## config.mk

```make
export PLATFORM = sky130hd
export DESIGN_NAME = assembly_source_lexer
export DESIGN_NICKNAME = d
export VERILOG_FILES = /design/src/rtl/asl_pkg.sv /design/src/rtl/asl_front.sv /design/src/rtl/asl_queue.sv /design/src/rtl/asl_back.sv /design/src/rtl/assembly_source_lexer.sv
export SDC_FILE = /design/constraint.sdc
export NUM_CORES = 1
export LEC_CHECK = 0
export BUFFER_PORTS_ARGS = -buffer_cell sky130_fd_sc_hd__buf_2
export CAP_MARGIN = 10
export CELL_PAD_IN_SITES_DETAIL_PLACEMENT = 1
export CELL_PAD_IN_SITES_GLOBAL_PLACEMENT = 2
export CORE_MARGIN = 10
export CORE_UTILIZATION = 50
export CTS_CLUSTER_DIAMETER = 100
export CTS_CLUSTER_SIZE = 40
export DETAILED_ROUTE_END_ITERATION = 7
export HOLD_SLACK_MARGIN = 0.05
export PLACE_DENSITY = 0.93
export SLEW_MARGIN = 20
export SYNTH_ARGS = -nofsm -noshare
export SYNTH_HDL_FRONTEND = slang
export SYNTH_HIERARCHICAL = 1
export SYNTH_SLANG_ARGS = --single-unit
```

## constraint.sdc

```tcl
create_clock -name clk -period 9.2 [get_ports clk]
set_input_delay 0.46 -clock clk [delete_from_list [all_inputs] [get_ports clk]]
set_output_delay 0.46 -clock clk [all_outputs]
set_load 0.02 [all_outputs]
```

## src/rtl/asl_pkg.sv

```systemverilog
`timescale 1ns / 1ps
`default_nettype none
// ----------------------------------------------------------------------------
// asl_pkg: shared types and constants of the assembly source lexer
// Lexer modes, result codes, character codes and the queue record layout.
// ----------------------------------------------------------------------------
package asl_pkg;

    typedef enum logic [3:0] {
        M_IDLE  = 4'd0,
        M_IDENT = 4'd1,
        M_ZERO  = 4'd2,
        M_DEC   = 4'd3,
        M_HEX   = 4'd4,
        M_BIN   = 4'd5,
        M_SLASH = 4'd6,
        M_LINE  = 4'd7,
        M_BLOCK = 4'd8,
        M_BSTAR = 4'd9,
        M_HALT  = 4'd10
    } mode_t;

    typedef enum logic [1:0] {
        KIND_CHAR  = 2'd0,
        KIND_END   = 2'd1,
        KIND_EOL   = 2'd2,
        KIND_ERROR = 2'd3
    } kind_t;

    localparam logic TYPE_IDENT = 1'b0;
    localparam logic TYPE_INT   = 1'b1;

    localparam logic [1:0] ERR_UNEXPECTED = 2'd0;
    localparam logic [1:0] ERR_SLASH      = 2'd1;
    localparam logic [1:0] ERR_BLOCK      = 2'd2;

    localparam logic [7:0] CH_TAB   = 8'h09;
    localparam logic [7:0] CH_LF    = 8'h0A;
    localparam logic [7:0] CH_CR    = 8'h0D;
    localparam logic [7:0] CH_SPACE = 8'h20;
    localparam logic [7:0] CH_STAR  = 8'h2A;
    localparam logic [7:0] CH_SLASH = 8'h2F;
    localparam logic [7:0] CH_ZERO  = 8'h30;
    localparam logic [7:0] CH_ONE   = 8'h31;
    localparam logic [7:0] CH_NINE  = 8'h39;
    localparam logic [7:0] CH_UC_A  = 8'h41;
    localparam logic [7:0] CH_UC_F  = 8'h46;
    localparam logic [7:0] CH_UC_Z  = 8'h5A;
    localparam logic [7:0] CH_UNDER = 8'h5F;
    localparam logic [7:0] CH_LC_A  = 8'h61;
    localparam logic [7:0] CH_LC_B  = 8'h62;
    localparam logic [7:0] CH_LC_F  = 8'h66;
    localparam logic [7:0] CH_LC_X  = 8'h78;
    localparam logic [7:0] CH_LC_Z  = 8'h7A;

    localparam int TAB_STEP    = 4;
    localparam int QUEUE_DEPTH = 4;
    localparam int QPTR_W      = $clog2(QUEUE_DEPTH);
    localparam int QCNT_W      = $clog2(QUEUE_DEPTH + 1);

    typedef struct packed {
        kind_t       kind;
        logic        ttype;
        logic [7:0]  tchar;
        logic [15:0] line;
        logic [15:0] col;
        logic [1:0]  err;
    } result_t;

    // one request's worth of results, one or two of them
    typedef struct packed {
        result_t first;
        result_t second;
        logic    two;
    } entry_t;

    typedef struct packed {
        logic   valid;
        entry_t entry;
    } head_t;

endpackage
`default_nettype wire

```

## src/rtl/asl_front.sv

```systemverilog
`timescale 1ns / 1ps
`default_nettype none
// ----------------------------------------------------------------------------
// asl_front: byte classifier and lexer state
// Takes one byte per cycle while the queue is not full, updates mode and
// position and hands the results it causes to the queue as one record.
// ----------------------------------------------------------------------------
module asl_front #(
    parameter int POSITION_WIDTH = 16
) (
    input  wire logic                clk,
    input  wire logic                rst_n,
    input  wire logic                src_valid,
    output logic                     src_stall,
    input  wire logic [7:0]          char_value,
    input  wire logic                end_of_input,
    input  wire logic                q_full,
    output logic                     push,
    output asl_pkg::entry_t          push_entry
);

    localparam int P = POSITION_WIDTH;
    localparam logic [P-1:0] POS_ONE = P'(1);

    asl_pkg::mode_t mode_reg, mode_next;
    logic [P-1:0] line_reg, line_next;
    logic [P-1:0] col_reg, col_next;
    logic [P-1:0] start_reg, start_next;

    logic [15:0] line_c, col_c, start_c;
    logic [P:0]  col_sum, line_sum;
    logic [P-1:0] col_inc, line_inc;
    logic accept;

    logic is_letter, is_dec, is_hex, is_bin, is_blank;
    logic in_token, tok_type;
    asl_pkg::mode_t cont_mode;

    logic idle_emit;
    asl_pkg::result_t idle_rec;
    asl_pkg::mode_t idle_mode;
    logic [P-1:0] idle_line, idle_col, idle_start;

    logic [1:0] n_res;
    asl_pkg::result_t rec0, rec1;

    function automatic asl_pkg::result_t make_rec(
        asl_pkg::kind_t kind, logic ttype, logic [7:0] ch,
        logic [15:0] line, logic [15:0] col, logic [1:0] err);
        asl_pkg::result_t r;
        r.kind  = kind;
        r.ttype = ttype;
        r.tchar = ch;
        r.line  = line;
        r.col   = col;
        r.err   = err;
        return r;
    endfunction

    // clamp the position to the 16-bit output fields
    generate
        if (P > 16) begin : g_clamp_wide
            assign line_c  = (|line_reg[P-1:16])  ? 16'hFFFF : line_reg[15:0];
            assign col_c   = (|col_reg[P-1:16])   ? 16'hFFFF : col_reg[15:0];
            assign start_c = (|start_reg[P-1:16]) ? 16'hFFFF : start_reg[15:0];
        end else begin : g_clamp_narrow
            assign line_c  = 16'(line_reg);
            assign col_c   = 16'(col_reg);
            assign start_c = 16'(start_reg);
        end
    endgenerate

    assign col_sum  = {1'b0, col_reg} + (P+1)'((char_value == asl_pkg::CH_TAB)
                                               ? asl_pkg::TAB_STEP : 1);
    assign col_inc  = col_sum[P] ? '1 : col_sum[P-1:0];
    assign line_sum = {1'b0, line_reg} + (P+1)'(1);
    assign line_inc = line_sum[P] ? '1 : line_sum[P-1:0];

    assign src_stall = q_full;
    assign accept    = src_valid && !q_full;

    always_comb
    begin
        is_letter = (char_value inside {[asl_pkg::CH_LC_A : asl_pkg::CH_LC_Z],
                                        [asl_pkg::CH_UC_A : asl_pkg::CH_UC_Z],
                                        asl_pkg::CH_UNDER});
        is_dec    = (char_value inside {[asl_pkg::CH_ZERO : asl_pkg::CH_NINE]});
        is_hex    = is_dec
                  || (char_value inside {[asl_pkg::CH_LC_A : asl_pkg::CH_LC_F],
                                         [asl_pkg::CH_UC_A : asl_pkg::CH_UC_F]});
        is_bin    = (char_value inside {asl_pkg::CH_ZERO, asl_pkg::CH_ONE});
        is_blank  = (char_value inside {asl_pkg::CH_SPACE, asl_pkg::CH_TAB,
                                        asl_pkg::CH_CR});
        in_token  = (mode_reg inside {asl_pkg::M_IDENT, asl_pkg::M_ZERO, asl_pkg::M_DEC,
                                      asl_pkg::M_HEX, asl_pkg::M_BIN});
        tok_type  = (mode_reg == asl_pkg::M_IDENT) ? asl_pkg::TYPE_IDENT
                                                   : asl_pkg::TYPE_INT;
    end

    // does the byte continue the current token
    always_comb
    begin
        cont_mode = asl_pkg::M_IDLE;
        case (mode_reg)
            asl_pkg::M_IDENT: cont_mode = (is_letter || is_dec) ? asl_pkg::M_IDENT
                                                                : asl_pkg::M_IDLE;
            asl_pkg::M_ZERO:
            begin
                if (char_value == asl_pkg::CH_LC_X)
                    cont_mode = asl_pkg::M_HEX;
                else if (char_value == asl_pkg::CH_LC_B)
                    cont_mode = asl_pkg::M_BIN;
                else if (is_dec)
                    cont_mode = asl_pkg::M_DEC;
            end
            asl_pkg::M_DEC:   cont_mode = is_dec ? asl_pkg::M_DEC : asl_pkg::M_IDLE;
            asl_pkg::M_HEX:   cont_mode = is_hex ? asl_pkg::M_HEX : asl_pkg::M_IDLE;
            asl_pkg::M_BIN:   cont_mode = is_bin ? asl_pkg::M_BIN : asl_pkg::M_IDLE;
            default:          cont_mode = asl_pkg::M_IDLE;
        endcase
    end

    // byte seen outside any token
    always_comb
    begin
        idle_emit  = 1'b0;
        idle_rec   = '0;
        idle_mode  = asl_pkg::M_IDLE;
        idle_line  = line_reg;
        idle_col   = col_reg;
        idle_start = start_reg;
        if (is_blank)
        begin
            idle_col = col_inc;
        end
        else if (char_value == asl_pkg::CH_LF)
        begin
            idle_emit = 1'b1;
            idle_rec  = make_rec(asl_pkg::KIND_EOL, 1'b0, 8'd0, line_c, col_c, 2'd0);
            idle_line = line_inc;
            idle_col  = POS_ONE;
        end
        else if (is_letter)
        begin
            idle_emit  = 1'b1;
            idle_rec   = make_rec(asl_pkg::KIND_CHAR, asl_pkg::TYPE_IDENT, char_value,
                                  line_c, col_c, 2'd0);
            idle_start = col_reg;
            idle_mode  = asl_pkg::M_IDENT;
            idle_col   = col_inc;
        end
        else if (is_dec)
        begin
            idle_emit  = 1'b1;
            idle_rec   = make_rec(asl_pkg::KIND_CHAR, asl_pkg::TYPE_INT, char_value,
                                  line_c, col_c, 2'd0);
            idle_start = col_reg;
            idle_mode  = (char_value == asl_pkg::CH_ZERO) ? asl_pkg::M_ZERO
                                                          : asl_pkg::M_DEC;
            idle_col   = col_inc;
        end
        else if (char_value == asl_pkg::CH_SLASH)
        begin
            idle_mode = asl_pkg::M_SLASH;
            idle_col  = col_inc;
        end
        else
        begin
            idle_emit = 1'b1;
            idle_rec  = make_rec(asl_pkg::KIND_ERROR, 1'b0, 8'd0, line_c, col_c,
                                 asl_pkg::ERR_UNEXPECTED);
            idle_mode = asl_pkg::M_HALT;
        end
    end

    always_comb
    begin
        n_res      = 2'd0;
        rec0       = '0;
        rec1       = '0;
        mode_next  = mode_reg;
        line_next  = line_reg;
        col_next   = col_reg;
        start_next = start_reg;
        if (mode_reg == asl_pkg::M_HALT)
        begin
            n_res = 2'd0;
        end
        else if (end_of_input)
        begin
            if (in_token)
            begin
                n_res = 2'd1;
                rec0  = make_rec(asl_pkg::KIND_END, tok_type, 8'd0, line_c, start_c, 2'd0);
            end
            else if (mode_reg == asl_pkg::M_SLASH)
            begin
                n_res = 2'd1;
                rec0  = make_rec(asl_pkg::KIND_ERROR, 1'b0, 8'd0, line_c, col_c,
                                 asl_pkg::ERR_SLASH);
            end
            else if (mode_reg == asl_pkg::M_BLOCK || mode_reg == asl_pkg::M_BSTAR)
            begin
                n_res = 2'd1;
                rec0  = make_rec(asl_pkg::KIND_ERROR, 1'b0, 8'd0, line_c, col_c,
                                 asl_pkg::ERR_BLOCK);
            end
            if (mode_reg == asl_pkg::M_SLASH || mode_reg == asl_pkg::M_BLOCK
                || mode_reg == asl_pkg::M_BSTAR)
            begin
                mode_next = asl_pkg::M_HALT;
            end
            else
            begin
                mode_next  = asl_pkg::M_IDLE;
                line_next  = POS_ONE;
                col_next   = POS_ONE;
                start_next = POS_ONE;
            end
        end
        else if (in_token)
        begin
            if (cont_mode != asl_pkg::M_IDLE)
            begin
                n_res     = 2'd1;
                rec0      = make_rec(asl_pkg::KIND_CHAR, tok_type, char_value,
                                     line_c, col_c, 2'd0);
                mode_next = cont_mode;
                col_next  = col_inc;
            end
            else
            begin
                rec0       = make_rec(asl_pkg::KIND_END, tok_type, 8'd0, line_c,
                                      start_c, 2'd0);
                rec1       = idle_rec;
                n_res      = idle_emit ? 2'd2 : 2'd1;
                mode_next  = idle_mode;
                line_next  = idle_line;
                col_next   = idle_col;
                start_next = idle_start;
            end
        end
        else if (mode_reg == asl_pkg::M_SLASH)
        begin
            if (char_value == asl_pkg::CH_SLASH)
            begin
                mode_next = asl_pkg::M_LINE;
                col_next  = col_inc;
            end
            else if (char_value == asl_pkg::CH_STAR)
            begin
                mode_next = asl_pkg::M_BLOCK;
                col_next  = col_inc;
            end
            else
            begin
                n_res     = 2'd1;
                rec0      = make_rec(asl_pkg::KIND_ERROR, 1'b0, 8'd0, line_c, col_c,
                                     asl_pkg::ERR_SLASH);
                mode_next = asl_pkg::M_HALT;
            end
        end
        else if (mode_reg == asl_pkg::M_LINE)
        begin
            if (char_value == asl_pkg::CH_LF)
            begin
                rec0       = idle_rec;
                n_res      = 2'd1;
                mode_next  = idle_mode;
                line_next  = idle_line;
                col_next   = idle_col;
                start_next = idle_start;
            end
            else
            begin
                col_next = col_inc;
            end
        end
        else if (mode_reg == asl_pkg::M_BLOCK || mode_reg == asl_pkg::M_BSTAR)
        begin
            if (char_value == asl_pkg::CH_LF)
            begin
                line_next = line_inc;
                col_next  = POS_ONE;
                mode_next = asl_pkg::M_BLOCK;
            end
            else
            begin
                if (mode_reg == asl_pkg::M_BSTAR && char_value == asl_pkg::CH_SLASH)
                    mode_next = asl_pkg::M_IDLE;
                else if (char_value == asl_pkg::CH_STAR)
                    mode_next = asl_pkg::M_BSTAR;
                else
                    mode_next = asl_pkg::M_BLOCK;
                col_next = col_inc;
            end
        end
        else
        begin
            rec0       = idle_rec;
            n_res      = idle_emit ? 2'd1 : 2'd0;
            mode_next  = idle_mode;
            line_next  = idle_line;
            col_next   = idle_col;
            start_next = idle_start;
        end
    end

    assign push              = accept && (n_res != 2'd0);
    assign push_entry.first  = rec0;
    assign push_entry.second = rec1;
    assign push_entry.two    = (n_res == 2'd2);

    always_ff @(posedge clk or negedge rst_n)
    begin
        if (!rst_n)
        begin
            mode_reg  <= asl_pkg::M_IDLE;
            line_reg  <= POS_ONE;
            col_reg   <= POS_ONE;
            start_reg <= POS_ONE;
        end
        else if (accept)
        begin
            mode_reg  <= mode_next;
            line_reg  <= line_next;
            col_reg   <= col_next;
            start_reg <= start_next;
        end
    end

endmodule
`default_nettype wire

```

## src/rtl/asl_queue.sv

```systemverilog
`timescale 1ns / 1ps
`default_nettype none
// ----------------------------------------------------------------------------
// asl_queue: result record queue
// Short first-in first-out buffer between lexer front and output serialiser.
// ----------------------------------------------------------------------------
module asl_queue (
    input  wire logic            clk,
    input  wire logic            rst_n,
    input  wire logic            push,
    input  wire asl_pkg::entry_t push_entry,
    input  wire logic            pop,
    output logic                 full,
    output asl_pkg::head_t       head
);

    asl_pkg::entry_t store_reg [asl_pkg::QUEUE_DEPTH];
    logic [asl_pkg::QPTR_W-1:0] wr_reg, wr_next;
    logic [asl_pkg::QPTR_W-1:0] rd_reg, rd_next;
    logic [asl_pkg::QCNT_W-1:0] cnt_reg, cnt_next;
    logic do_push, do_pop;

    assign full       = (cnt_reg == asl_pkg::QCNT_W'(asl_pkg::QUEUE_DEPTH));
    assign head.valid = (cnt_reg != '0);
    assign head.entry = store_reg[rd_reg];

    assign do_push = push && !full;
    assign do_pop  = pop && head.valid;

    always_comb
    begin
        wr_next  = do_push ? wr_reg + asl_pkg::QPTR_W'(1) : wr_reg;
        rd_next  = do_pop  ? rd_reg + asl_pkg::QPTR_W'(1) : rd_reg;
        cnt_next = cnt_reg;
        if (do_push && !do_pop)
            cnt_next = cnt_reg + asl_pkg::QCNT_W'(1);
        else if (do_pop && !do_push)
            cnt_next = cnt_reg - asl_pkg::QCNT_W'(1);
    end

    always_ff @(posedge clk)
    begin
        if (do_push)
            store_reg[wr_reg] <= push_entry;
    end

    always_ff @(posedge clk or negedge rst_n)
    begin
        if (!rst_n)
        begin
            wr_reg  <= '0;
            rd_reg  <= '0;
            cnt_reg <= '0;
        end
        else
        begin
            wr_reg  <= wr_next;
            rd_reg  <= rd_next;
            cnt_reg <= cnt_next;
        end
    end

endmodule
`default_nettype wire

```

## src/rtl/asl_back.sv

```systemverilog
`timescale 1ns / 1ps
`default_nettype none
// ----------------------------------------------------------------------------
// asl_back: output serialiser
// Sends the one or two results of the head record, one per request,
// marking the last one, and releases the record after it.
// ----------------------------------------------------------------------------
module asl_back (
    input  wire logic           clk,
    input  wire logic           rst_n,
    input  wire asl_pkg::head_t head,
    output logic                pop,
    output logic                tok_valid,
    input  wire logic           tok_stall,
    output logic [1:0]          result_kind,
    output logic                token_type,
    output logic [7:0]          token_char,
    output logic [15:0]         line_number,
    output logic [15:0]         column_number,
    output logic [1:0]          error_code,
    output logic                last_result
);

    logic sel_reg, sel_next;
    logic accept;
    asl_pkg::result_t cur;

    assign cur         = sel_reg ? head.entry.second : head.entry.first;
    assign tok_valid   = head.valid;
    assign last_result = sel_reg || !head.entry.two;
    assign accept      = tok_valid && !tok_stall;
    assign pop         = accept && last_result;

    assign result_kind   = cur.kind;
    assign token_type    = cur.ttype;
    assign token_char    = cur.tchar;
    assign line_number   = cur.line;
    assign column_number = cur.col;
    assign error_code    = cur.err;

    always_comb
    begin
        sel_next = sel_reg;
        if (accept)
            sel_next = !last_result;
    end

    always_ff @(posedge clk or negedge rst_n)
    begin
        if (!rst_n)
            sel_reg <= 1'b0;
        else
            sel_reg <= sel_next;
    end

endmodule
`default_nettype wire

```

## src/rtl/assembly_source_lexer.sv

```systemverilog
`timescale 1ns / 1ps
`default_nettype none
// ----------------------------------------------------------------------------
// assembly_source_lexer: byte-serial tokeniser for assembly source
//
//   channel | valid      | stall      | payload
//   --------+------------+------------+----------------------------------------
//   source  | src_valid  | src_stall  | char_value, end_of_input
//   tokens  | tok_valid  | tok_stall  | result_kind .. last_result
//
// One byte is taken per cycle while src_stall is low; its results are registered
// in the queue and leave it one result per cycle while tok_stall is low, so a
// byte that ends a token and starts a new one gives two results in turn.
// A four-record queue separates the lexer front from the output serialiser;
// src_stall rises only while that queue is full.
// Reset puts the lexer at line 1, column 1, with the queue empty.
// ----------------------------------------------------------------------------
module assembly_source_lexer #(
    parameter int POSITION_WIDTH = 16
) (
    input  wire logic        clk,
    input  wire logic        rst_n,
    input  wire logic        src_valid,
    output logic             src_stall,
    input  wire logic [7:0]  char_value,
    input  wire logic        end_of_input,
    output logic             tok_valid,
    input  wire logic        tok_stall,
    output logic [1:0]       result_kind,
    output logic             token_type,
    output logic [7:0]       token_char,
    output logic [15:0]      line_number,
    output logic [15:0]      column_number,
    output logic [1:0]       error_code,
    output logic             last_result
);

    logic q_full, q_push, q_pop;
    asl_pkg::entry_t q_entry;
    asl_pkg::head_t  q_head;

    asl_front #(
        .POSITION_WIDTH (POSITION_WIDTH)
    ) u_front (
        .clk          (clk),
        .rst_n        (rst_n),
        .src_valid    (src_valid),
        .src_stall    (src_stall),
        .char_value   (char_value),
        .end_of_input (end_of_input),
        .q_full       (q_full),
        .push         (q_push),
        .push_entry   (q_entry)
    );

    asl_queue u_queue (
        .clk        (clk),
        .rst_n      (rst_n),
        .push       (q_push),
        .push_entry (q_entry),
        .pop        (q_pop),
        .full       (q_full),
        .head       (q_head)
    );

    asl_back u_back (
        .clk           (clk),
        .rst_n         (rst_n),
        .head          (q_head),
        .pop           (q_pop),
        .tok_valid     (tok_valid),
        .tok_stall     (tok_stall),
        .result_kind   (result_kind),
        .token_type    (token_type),
        .token_char    (token_char),
        .line_number   (line_number),
        .column_number (column_number),
        .error_code    (error_code),
        .last_result   (last_result)
    );

`ifndef ASSERT_OFF
    // no record is offered to a full queue
    a_no_push_full: assert property (@(posedge clk) disable iff (!rst_n)
        q_full |-> !q_push)
        else $error("record pushed into full queue");

    // the second result of a pair follows the first
    a_pair_follows: assert property (@(posedge clk) disable iff (!rst_n)
        (tok_valid && !tok_stall && !last_result) |=> (tok_valid && last_result))
        else $error("second result of pair missing");

    // an error always closes the results of its byte
    a_error_last: assert property (@(posedge clk) disable iff (!rst_n)
        (tok_valid && result_kind == asl_pkg::KIND_ERROR) |-> last_result)
        else $error("error result not last");

    // after an error the front falls silent
    a_halt_silent: assert property (@(posedge clk) disable iff (!rst_n)
        (q_push && q_entry.first.kind == asl_pkg::KIND_ERROR) |=> !q_push)
        else $error("result produced after error");
`endif

endmodule
`default_nettype wire

```

==> summary.md <==
| Metric | Value |
|---|---|
| Outcome | `complete, no violations` |
| Via count | `11,500` |
| Worst path cell trace | `nor4bb_2 -> buf_4 -> nor2_1 -> nor2_1 -> nor3_1 -> nor2_1 -> nor2b_1 -> and2_4 -> buf_4` |
| First-pass GRT wire length | `74,700 um` |
| Warnings, synthesis | `6` |
| Finish-stage setup viols | `0` |
| IO Port Bufs | `60` |
| Largest net degree at the start of global routing | `63` |
| Slew Limit Fails | `0` |
| Max-Cap Viols | `0` |
| Register share of total power | `43.8%` |
| FP Rows | `72` |
| RSZ-0062 raised after global routing | `false` |
| CP Data Required Time | `9360 ps` |
| Critical path type | `reg2reg` |
| Cell Pwr Density | `304 nW/um^2` |
| Clock latency on the worst-skew pair | `560 ps` |
| Nets | `1,285` |
| Multi-input gate area | `6610 um^2` |
| Critical Path Max Stage Delay | `800 ps` |
| Register area share after synthesis | `63.3%` |
| Final Util | `53.6%` |
| Grt met3 use | `2.60%` |
| Residual DRC count | `0` |
| GRT Total Usage | `20.1%` |
| Crit path from | `u_front/mode_reg[1]$_DFFE_PN0P_` |
| CTS-repair resized insts | `0` |
| Slew @ Worst Pin | `1060 ps` |
| Sw frac | `36.8%` |
| Grt met2 use | `34.3%` |
| Type of the tightest min-delay check | `in2async` |
| Chip Width | `218 um` |
| Yosys reg bits | `424` |
| WL/cell | `27.0 um` |
| Post-DP HPWL | `31,100 um` |
| GPL Wtd Cong | `0.876` |
| Largest register FFs | `364` |
| Num CTS Buffers | `16` |
| Max_slew headroom | `28.8%` |
| Worst setup EP type | `flip-flop` |
| Setup TNS | `0 ps` |
| Starting Density | `50.7%` |
| CTS Buffer Depth | `3` |
| Post-CTS Hold Buffers | `0` |
| Num ports | `61` |
| Fin crit share | `48.8%` |
| CP Data Arrival Time | `4650 ps` |
| Post-synthesis cell type count | `92` |
| Number of global-route vias before repair | `12,300` |
| Core area | `38,700 um^2` |
| Busiest grt layer | `met2` |
| Leak | `7.03 nW` |
| Worst Setup Slack, final | `4710 ps` |
| CTS Root Cell | `clkbuf_16` |
| Critical register-to-register path startpoint | `u_front/mode_reg[1]$_DFFE_PN0P_` |
| Area growth syn-to-layout | `5.82%` |
| Floorplan die height | `218 um` |
| Asr flop ratio synth | `14.2%` |
| Most used cell, CP | `nor2_1` |
| Clk pwr share | `15.8%` |
| Starting DRC count in detailed routing | `1,287` |
| Pre-CTS WS | `4510 ps` |
| Peak Freq | `223 MHz` |
| H-tree levels | `1` |
| Logic pwr share | `40.5%` |
| GR Layer Usage met1 | `27.0%` |
| Sinks on the clock net | `424` |
| Mapped Cells | `1,258` |
| Fin crit period | `4490 ps` |
| Avg Inst Size Synth | `15.6 um^2` |
| Vias per Instance | `6.44` |
| CTS tree | `done` |
| Initial antenna violation count | `1` |
| VDD IR-drop max | `0.000191 V` |
| Int Power | `3.99 mW` |
| Final-report hold violation count | `0` |
| Synth Flop Type | `edfxtp_1` |
| Overflow after GRT | `0` |
| Final ANT Viol Nets | `0` |
| Worst Setup Start Kind | `flip-flop` |
| Inserted Diodes | `0` |
| Clk slew on worst S/H paths | `130 ps` |
| Seq. cell area | `12,400 um^2` |
| Post-Synthesis Cell Area | `19,600 um^2` |
| Total routed wirelength | `48,300 um` |
| # fillers | `3,713` |
| Setup bufs post-CTS | `0` |
| Drt first pass iters | `5` |
| DIE AREA | `47,600 um^2` |
| Share of post-route cells with drive strength above 1 | `23.3%` |
| Sw Pwr | `2.33 mW` |
| Worst Path Max Fanout | `47` |
| Post-synth EDFFs | `364` |
| Layout Skew | `41.0 ps` |
| CP max stage cell | `dfrtp_1` |
==> final cells by class <==
class | count | area share (%)
repair buffers | 78 | 2.11
inverters | 14 | 0.253
clock buffers | 23 | 2.16
clock inverters | 5 | 0.656
flip-flops and latches | 424 | 59.9
well taps | 518 | 3.12
multi-input cells | 728 | 31.8
==> layer usage <==
layer  routed length, um  vias up  part of all wire (%)
li1                    -     4964                     -
met3                3030       47                   6.3
met5                   0        -                     0
met4                 701        0                   1.5
met2               24700      413                    51
met1               19900     6110                    41
==> power groups by stage <==
stage                     Clock, mW  Combinational, mW  Sequential (mW)
after global routing           1.08               2.75             2.79
after detailed placement          0               2.58             2.81
final                         0.996               2.56             2.77
after global placement            0               2.49             2.76
after floorplan                   0               1.95             2.68
after CTS                      1.02               2.59             2.76
==> synthesized netlist by cell type (5+ instances only) <==
| master | count | share of area [%] |
|---|---|---|
| a21oi_2 | 8 | 0.36 |
| o31ai_1 | 6 | 0.23 |
| clkbuf_1 | 28 | 0.54 |
| dfrtp_1 | 57 | 7.3 |
| buf_6 | 18 | 1.0 |
| nand4_1 | 10 | 0.32 |
| nand2b_1 | 5 | 0.16 |
| o22a_1 | 7 | 0.31 |
| o211ai_1 | 5 | 0.19 |
| a21oi_1 | 44 | 1.1 |
| a211oi_1 | 8 | 0.31 |
| nor4_2 | 12 | 0.76 |
| nor2b_1 | 19 | 0.61 |
| edfxtp_1 | 364 | 56 |
| inv_1 | 14 | 0.27 |
| a221oi_1 | 15 | 0.67 |
| mux4_2 | 91 | 10 |
| a31oi_1 | 17 | 0.54 |
| o21ai_0 | 44 | 1.1 |
| mux2_2 | 18 | 1.0 |
| buf_2 | 35 | 0.89 |
| or3_1 | 6 | 0.19 |
| mux2_4 | 29 | 2.2 |
| mux2i_1 | 7 | 0.36 |
| a32o_1 | 16 | 0.82 |
| xnor2_1 | 7 | 0.31 |
| nand2_1 | 59 | 1.1 |
| buf_4 | 12 | 0.46 |
| nor2_1 | 63 | 1.2 |
| nand3_1 | 15 | 0.38 |
| o21ai_1 | 5 | 0.13 |
| and2_1 | 68 | 2.2 |
| ha_1 | 9 | 0.57 |
| nor4_1 | 9 | 0.29 |
| nor3_1 | 19 | 0.48 |
| and3_1 | 13 | 0.41 |
==> critical path: cells and delay by family (launching register included) <==
kind / cells / cell delay (ps)
buf+inv: 2 / 980
flops: 1 / 800
simple gates: 7 / 2330
==> cells by family (layout without fill, tap and decap cells) <==
kind of cell / after synthesis / in the layout / synth area share, %
DFF: 424 / 424 / 63.3
and+or+nand+nor: 330 / 330 / 9.83
AOI/OAI and AO/OA: 229 / 229 / 8.42
muxes: 145 / 145 / 14.0
buffers and inverters: 109 / 120 / 3.23
adders and majority gates: 10 / 10 / 0.675
xor gates and xnor gates: 10 / 10 / 0.446
other: 1 / 4 / 0.0191
==> cells in the final DEF (no fill, tap or decap), types with 6 or more instances in the layout <==
cell type  synthesis  layout
a211oi_1           8       8
a21oi_1           44      44
a21oi_2            8       8
a221oi_1          15      15
a31oi_1           17      17
a32o_1            16      16
and2_1            68      64
and3_1            13      13
buf_2             35      60
buf_4             12      17
clkbuf_1          28       6
clkbuf_16          0      17
dfrtp_1           57      54
edfxtp_1         364     364
ha_1               9       9
inv_1             14      14
mux2_2            18      18
mux2_4            29      29
mux2i_1            7       7
mux4_2            91      91
nand2_1           59      59
nand3_1           15      15
nand4_1           10      10
nor2_1            63      62
nor2b_1           19      19
nor3_1            19      19
nor4_1             9       9
nor4_2            12      12
o21ai_0           44      44
o22a_1             7       7
o31ai_1            6       6
or3_1              6       6
xnor2_1            7       7
==> final timing paths <==
| check | cells after the start | slack, ps | endpoint |
|---|---|---|---|
| setup / recovery | 9 | 4710 | u_queue/store_reg[0][12]$_DFFE_PP_ |
| hold / removal | 2 | 80 | u_front/col_c[9]$_DFFE_PN0P_ |
| setup reg to reg | 9 | 4710 | u_queue/store_reg[0][12]$_DFFE_PP_ |
| hold reg to reg | 2 | 500 | u_front/start_c[0]$_DFFE_PN1P_ |
| max in group asynchronous | 2 | 8460 | u_queue/rd_reg[0]$_DFFE_PN0P_ |
| min in group clk | 3 | 250 | u_back/sel_reg$_DFFE_PN0P_ |
==> stage by stage <==
stage / hold WS [ps] / power [mW] / instances / cell area (um^2)
3_3_place_gp: 457 / 5.25 / 1762 / 20200
5_1_grt: 139 / 6.63 / 1790 / 20800
3_5_place_dp: 465 / 5.39 / 1762 / 20200
4_1_cts: 108 / 6.38 / 1790 / 20800
6_report: 76.0 / 6.32 / 1790 / 20800
2_1_floorplan: 164 / 4.64 / 1261 / 19600
Note: power is estimated with default switching activity, not from simulation.
